--- src/rtl/sc1a_pkg.sv ---
// Package for the scan-code set 1 to ASCII decoder.
// Holds the special scan codes, the keymap and the shift mapping.
// Has no dependencies.
package sc1a_pkg;

  localparam logic [7:0] CODE_PREFIX      = 8'hE0;
  localparam logic [7:0] CODE_LSHIFT_MAKE = 8'h2A;
  localparam logic [7:0] CODE_RSHIFT_MAKE = 8'h36;
  localparam logic [7:0] CODE_LSHIFT_BRK  = 8'hAA;
  localparam logic [7:0] CODE_RSHIFT_BRK  = 8'hB6;
  localparam int unsigned BREAK_BIT       = 7;

  typedef logic [7:0] scan_code_t;
  typedef logic [6:0] ascii_t;

  function automatic ascii_t keymap(input logic [6:0] code);
    ascii_t c;
    case (code)
      7'h02: c = 7'h31;
      7'h03: c = 7'h32;
      7'h04: c = 7'h33;
      7'h05: c = 7'h34;
      7'h06: c = 7'h35;
      7'h07: c = 7'h36;
      7'h08: c = 7'h37;
      7'h09: c = 7'h38;
      7'h0A: c = 7'h39;
      7'h0B: c = 7'h30;
      7'h0C: c = 7'h2D;
      7'h0D: c = 7'h3D;
      7'h0E: c = 7'h08;
      7'h10: c = 7'h71;
      7'h11: c = 7'h77;
      7'h12: c = 7'h65;
      7'h13: c = 7'h72;
      7'h14: c = 7'h74;
      7'h15: c = 7'h79;
      7'h16: c = 7'h75;
      7'h17: c = 7'h69;
      7'h18: c = 7'h6F;
      7'h19: c = 7'h70;
      7'h1A: c = 7'h5B;
      7'h1B: c = 7'h5D;
      7'h1C: c = 7'h0A;
      7'h1E: c = 7'h61;
      7'h1F: c = 7'h73;
      7'h20: c = 7'h64;
      7'h21: c = 7'h66;
      7'h22: c = 7'h67;
      7'h23: c = 7'h68;
      7'h24: c = 7'h6A;
      7'h25: c = 7'h6B;
      7'h26: c = 7'h6C;
      7'h27: c = 7'h3B;
      7'h28: c = 7'h27;
      7'h29: c = 7'h60;
      7'h2B: c = 7'h5C;
      7'h2C: c = 7'h7A;
      7'h2D: c = 7'h78;
      7'h2E: c = 7'h63;
      7'h2F: c = 7'h76;
      7'h30: c = 7'h62;
      7'h31: c = 7'h6E;
      7'h32: c = 7'h6D;
      7'h33: c = 7'h2C;
      7'h34: c = 7'h2E;
      7'h35: c = 7'h2F;
      7'h39: c = 7'h20;
      default: c = 7'h00;
    endcase
    return c;
  endfunction

  function automatic ascii_t shifted(input ascii_t c);
    ascii_t s;
    case (c)
      7'h31: s = 7'h21;
      7'h32: s = 7'h40;
      7'h33: s = 7'h23;
      7'h34: s = 7'h24;
      7'h35: s = 7'h25;
      7'h36: s = 7'h5E;
      7'h37: s = 7'h26;
      7'h38: s = 7'h2A;
      7'h39: s = 7'h28;
      7'h30: s = 7'h29;
      7'h2D: s = 7'h5F;
      7'h3D: s = 7'h2B;
      7'h5B: s = 7'h7B;
      7'h5D: s = 7'h7D;
      7'h3B: s = 7'h3A;
      7'h27: s = 7'h22;
      7'h60: s = 7'h7E;
      7'h5C: s = 7'h7C;
      7'h2C: s = 7'h3C;
      7'h2E: s = 7'h3E;
      7'h2F: s = 7'h3F;
      default: begin
        if (c >= 7'h61 && c <= 7'h7A) begin
          s = c - 7'h20;
        end else begin
          s = c;
        end
      end
    endcase
    return s;
  endfunction

endpackage

--- src/rtl/scancode_set1_to_ascii.sv ---
// Top level of the scan-code set 1 to ASCII decoder.
// Uses sc1a_pkg for the special codes, the keymap and the shift mapping.
//
// The input channel (in_valid, in_stall, in_scan_code) takes one raw set 1
// byte per transfer. The result channel (out_valid, out_stall,
// out_ascii_char) gives at most one character per byte, in byte order.
// Prefix bytes, the byte after a prefix, shift codes, other break codes and
// unmapped make codes give no result.
// A byte is first held in an input register; the keymap lookup, the shift
// mapping and the flag update then run combinationally into the result
// register, so a character passes the input register and then the result
// register before it shows on out_valid; a receiver stall can hold it between.
// Throughput is one byte per cycle while the receiver does not stall.
// When the receiver stalls, the result register holds its character and
// the input register holds the next byte; a further byte is refused with
// in_stall until the result is taken.
// A synchronous reset clears the valid bits of both registers and the shift and prefix flags.
module scancode_set1_to_ascii (
  input  logic       clk,
  input  logic       rst_n,
  input  logic       in_valid,
  output logic       in_stall,
  input  logic [7:0] in_scan_code,
  output logic       out_valid,
  input  logic       out_stall,
  output logic [6:0] out_ascii_char
);

  logic                  s1_valid_r;
  sc1a_pkg::scan_code_t  s1_code_r;
  logic                  lshift_r;
  logic                  rshift_r;
  logic                  prefix_r;
  logic                  out_valid_r;
  sc1a_pkg::ascii_t      out_char_r;

  logic                  out_free;
  logic                  adv;
  logic                  in_take;
  logic                  lshift_nxt;
  logic                  rshift_nxt;
  logic                  prefix_nxt;
  logic                  hit;
  sc1a_pkg::ascii_t      base_char;
  sc1a_pkg::ascii_t      char_nxt;

  assign out_free = !out_valid_r || !out_stall;
  assign adv      = s1_valid_r && out_free;
  assign in_stall = s1_valid_r && !out_free;
  assign in_take  = in_valid && !in_stall;

  assign base_char = sc1a_pkg::keymap(s1_code_r[6:0]);

  always_comb begin
    lshift_nxt = lshift_r;
    rshift_nxt = rshift_r;
    prefix_nxt = prefix_r;
    hit        = 1'b0;
    char_nxt   = base_char;
    if (s1_code_r == sc1a_pkg::CODE_PREFIX) begin
      prefix_nxt = 1'b1;
    end else if (prefix_r) begin
      prefix_nxt = 1'b0;
    end else if (s1_code_r == sc1a_pkg::CODE_LSHIFT_MAKE) begin
      lshift_nxt = 1'b1;
    end else if (s1_code_r == sc1a_pkg::CODE_RSHIFT_MAKE) begin
      rshift_nxt = 1'b1;
    end else if (s1_code_r == sc1a_pkg::CODE_LSHIFT_BRK) begin
      lshift_nxt = 1'b0;
    end else if (s1_code_r == sc1a_pkg::CODE_RSHIFT_BRK) begin
      rshift_nxt = 1'b0;
    end else if (!s1_code_r[sc1a_pkg::BREAK_BIT] && base_char != '0) begin
      hit = 1'b1;
      if (lshift_r || rshift_r) begin
        char_nxt = sc1a_pkg::shifted(base_char);
      end
    end
  end

  always_ff @(posedge clk) begin
    if (!rst_n) begin
      s1_valid_r  <= 1'b0;
      lshift_r    <= 1'b0;
      rshift_r    <= 1'b0;
      prefix_r    <= 1'b0;
      out_valid_r <= 1'b0;
    end else begin
      if (in_take) begin
        s1_valid_r <= 1'b1;
      end else if (adv) begin
        s1_valid_r <= 1'b0;
      end
      if (adv) begin
        lshift_r <= lshift_nxt;
        rshift_r <= rshift_nxt;
        prefix_r <= prefix_nxt;
      end
      if (out_free) begin
        out_valid_r <= adv && hit;
      end
    end
  end

  always_ff @(posedge clk) begin
    if (in_take) begin
      s1_code_r <= in_scan_code;
    end
    if (out_free && adv && hit) begin
      out_char_r <= char_nxt;
    end
  end

  assign out_valid      = out_valid_r;
  assign out_ascii_char = out_char_r;

endmodule

--- config.mk ---
export PLATFORM = sky130hd
export DESIGN_NAME = scancode_set1_to_ascii
export DESIGN_NICKNAME = d
export VERILOG_FILES = /design/src/rtl/sc1a_pkg.sv /design/src/rtl/scancode_set1_to_ascii.sv
export SDC_FILE = /design/constraint.sdc
export NUM_CORES = 1
export LEC_CHECK = 0
export BUFFER_PORTS_ARGS = -buffer_cell sky130_fd_sc_hd__buf_2
export CAP_MARGIN = 20
export CORE_ASPECT_RATIO = 0.75
export CORE_UTILIZATION = 55
export CTS_CLUSTER_SIZE = 40
export DETAILED_ROUTE_END_ITERATION = 12
export PLACE_DENSITY = 0.77
export SLEW_MARGIN = 30
export SYNTH_ARGS = -nofsm -noshare
export SYNTH_HDL_FRONTEND = slang
export SYNTH_SLANG_ARGS = --single-unit
export TNS_END_PERCENT = 10
--- constraint.sdc ---
create_clock -name clk -period 2.4 [get_ports clk]
set_input_delay 0.48 -clock clk [delete_from_list [all_inputs] [get_ports clk]]
set_output_delay 0.48 -clock clk [all_outputs]
set_load 0.01 [all_outputs]
==> results.yml <==
outcome:
  status: "finished, violations left"
  violations: "negative setup slack"
logic_synthesis:
  ys_warn_count: 0
  postSynthAreaPerCell_sq_um: 8.07
  syn_inst: 322
  seq_area_frac_synth: 0.266
  synth_top_area_share: 0.173
  ys_top_cells_by_area: "edfxtp_1, dfxtp_1, ha_1"
  yosys.cell_types.count: 60
  synth-edff-count: 15
  syn_nets: 346
  synthArstFlopShare: 0
  synth_flop_cell: "edfxtp_1"
  synth-seq-cells: 27
  yosysTopAreaCell: "edfxtp_1"
  syn_area_sq_um: 2600
placement:
  placed_cell_area_sq_um: 3000
  dp_cells: 420
  gp_congestion: 1.01
  dp_hpwl_mm: 5.75
  io_buffers: 20
setup_path:
  crit_type: "reg2reg"
  required_ns: 2.45
  path_cells: "or4b_4, or4b_4, a21o_1, and2_4, a31oi_4, mux2_4"
  crit_path_max_fanout: 2
  cpMostUsedCell: "or4b_4"
  start_kind: "flip-flop"
  worst_setup_path_end_kind: "flip-flop"
  arrival_ns: 2.53
  critPathSlowestCell: "or4b_4"
  cp_slowest_stage_delay_ns: 0.51
final_layout:
  multi_input_area_sq_um: 1790
  n_fill_cell: 358
  finalInstanceArea_sq_um: 3080
  final_nets: 393
  drive_gt1_frac: 0.226
  antenna_cells: 0
  areaGrowthSynthToFinish_pct: 18.7
  regArea_sq_um: 691
  instances_no_fill: 425
clock_network:
  path_clk_slew_ns: 0.10
  h-tree-depth: 1
  cts_tree: "yes"
  cts_root_buffer: "clkbuf_8"
  clockBufferDepth: 2
  cts_sinks: 27
  clock_latency_ns: 0.28
  numCtsBuffers: 3
global_routing:
  grt_overflow_total: 0
  grtUsageTotal: 0.317
  grt_pass1_vias: 2435
  grt_pass1_wl_mm: 12.1
  antenna_found_initial: 0
  grt_start_max_net_pins: 19
power_and_ir_drop:
  p_total_uw: 1410
  power_density_nw_per_um2: 456
  power.leakage_uw: 0.00124
  ir_drop_mv: 0.310
floorplanning:
  chipWidth_um: 81.4
  num_io_pins: 21
  rows: 21
  die_h_um: 61.5
  fp.coreArea_sq_um: 4490
  start_util: 0.578
  dieArea_sq_um: 5010
job:
  drv_cap: 0
sta:
  post-route-period-util: 1.03
  setup_violations: 4
  min_period_ns: 2.48
  rsz0062_at_grt: "yes"
  fin_skew_ns: 0.0116
  maxSlewViolCount: 0
  max_slew_margin: 0.565
  hold_viol: 0
  tightest_slew_ns: 0.652
  fin_ws_ns: -0.0771
  setup_tns_ns: -0.186
  fmax_mhz: 404
route:
  vias_per_cell: 6.59
  ant_nets: 0
  routed_wirelength_mm: 7.43
  drt_first_pass_iters: 5
  routedWlPerCell_um: 17.5
  drtIter0Drc: 458
  vias: 2801
  drcViolationCount: 0
worst_hold_path:
  hp-class: "in2reg"
-- worst paths after layout --
check | cells after the start | end | startpoint | slack (ns)
min | 1 | s1_code_r[7]$_DFFE_PP_ | in_scan_code[7] | 0.40
max reg2reg | 6 | out_ascii_char[2]$_DFFE_PP_ | s1_code_r[6]$_DFFE_PP_ | -0.08
min reg2reg | 2 | prefix_r$_SDFFE_PN0P_ | prefix_r$_SDFFE_PN0P_ | 0.49
max | 6 | out_ascii_char[2]$_DFFE_PP_ | s1_code_r[6]$_DFFE_PP_ | -0.08
-- synthesized netlist by cell type, drive strengths merged, types with 5 or more instances --
cell type   n
a31oi       7
edfxtp     15
inv        14
nor2       20
a211oi      5
o211ai      7
ha         12
a21oi      17
nor2b       9
mux2i      12
o21ai      13
nand4       8
nand2b     17
dfxtp      12
and2        5
nand2      32
clkbuf     20
nor4        5
nand3      13
-- critical path, delay by kind of cell (launching register included) --
| family | cells | cell delay, ns |
|---|---|---|
| multiplexers | 1 | 0.31 |
| AND/OR/NAND/NOR | 3 | 1.16 |
| flip-flops | 1 | 0.39 |
| AO/OA/AOI/OAI | 2 | 0.39 |
-- per-stage QoR --
step	utilization	worst slack [ns]	hold slack (ns)
final	0.686	-0.0771	0.396
after global routing	0.686	-0.127	0.384
after CTS	0.682	-0.0592	0.395
after detailed placement	0.668	-0.152	0.477
after global placement	0.668	-0.102	0.447
after floorplan	-	-0.303	0.436
-- final cells by class --
cell class                      instances  share of cell area
Clock buffer                            3              0.0134
Clock inverter                          1             0.00243
Inverter                               15              0.0183
Multi-Input combinational cell        259               0.582
Sequential cell                        27               0.224
Tap cell                               57              0.0231
Timing Repair Buffer                   63               0.137
-- layout by cell type, fill, tap and decap left out, drive strengths merged, types with 5 or more instances in the layout --
cell / synthesis / layout
a31oi: 7 / 7
ha: 12 / 12
mux2i: 12 / 12
o21ai: 13 / 13
a211oi: 5 / 5
nand2b: 17 / 17
and2: 5 / 5
o211ai: 7 / 7
a21oi: 17 / 17
edfxtp: 15 / 15
inv: 14 / 14
nor2b: 9 / 9
nor4: 5 / 5
nand3: 13 / 13
dfxtp: 12 / 12
nor2: 20 / 20
nand2: 32 / 32
buf: 1 / 63
nand4: 8 / 8
-- report_power, final --
| group | internal [uW] | leakage, uW | switching [uW] |
|---|---|---|---|
| Combinational | 243 | 0.000978 | 321 |
| Sequential | 525 | 0.000241 | 45.5 |
| Clock | 118 | 0.0000217 | 154 |
| Total | 886 | 0.00124 | 520 |
-- routing by layer --
metal / vias up / track usage / routed length, um
met3: 14 / 0.0815 / 744
li1: 1310 / - / -
met4: 0 / 0.0485 / 83
met1: 1305 / 0.455 / 3360
met2: 172 / 0.486 / 3240
met5: - / 0 / 0
-- what timing repair did --
action	4_1_cts	5_1_grt
setup buffers	1	0
endpoints found under the setup margin	6	9
hold buffers	0	0
pin swaps	4	0
endpoints found under the hold margin	0	0
gates resized for setup	1	5
-- logic make-up after synthesis --
group           count (synthesis)  synth area share
fa+ha+maj                      12            0.0578
xor+xnor                        5            0.0169
simple gates                  136             0.292
buf+inv                        36            0.0549
mux                            16            0.0650
compound gates                 90             0.248
flops                          27             0.266
Power figures use the tool's default switching activity.
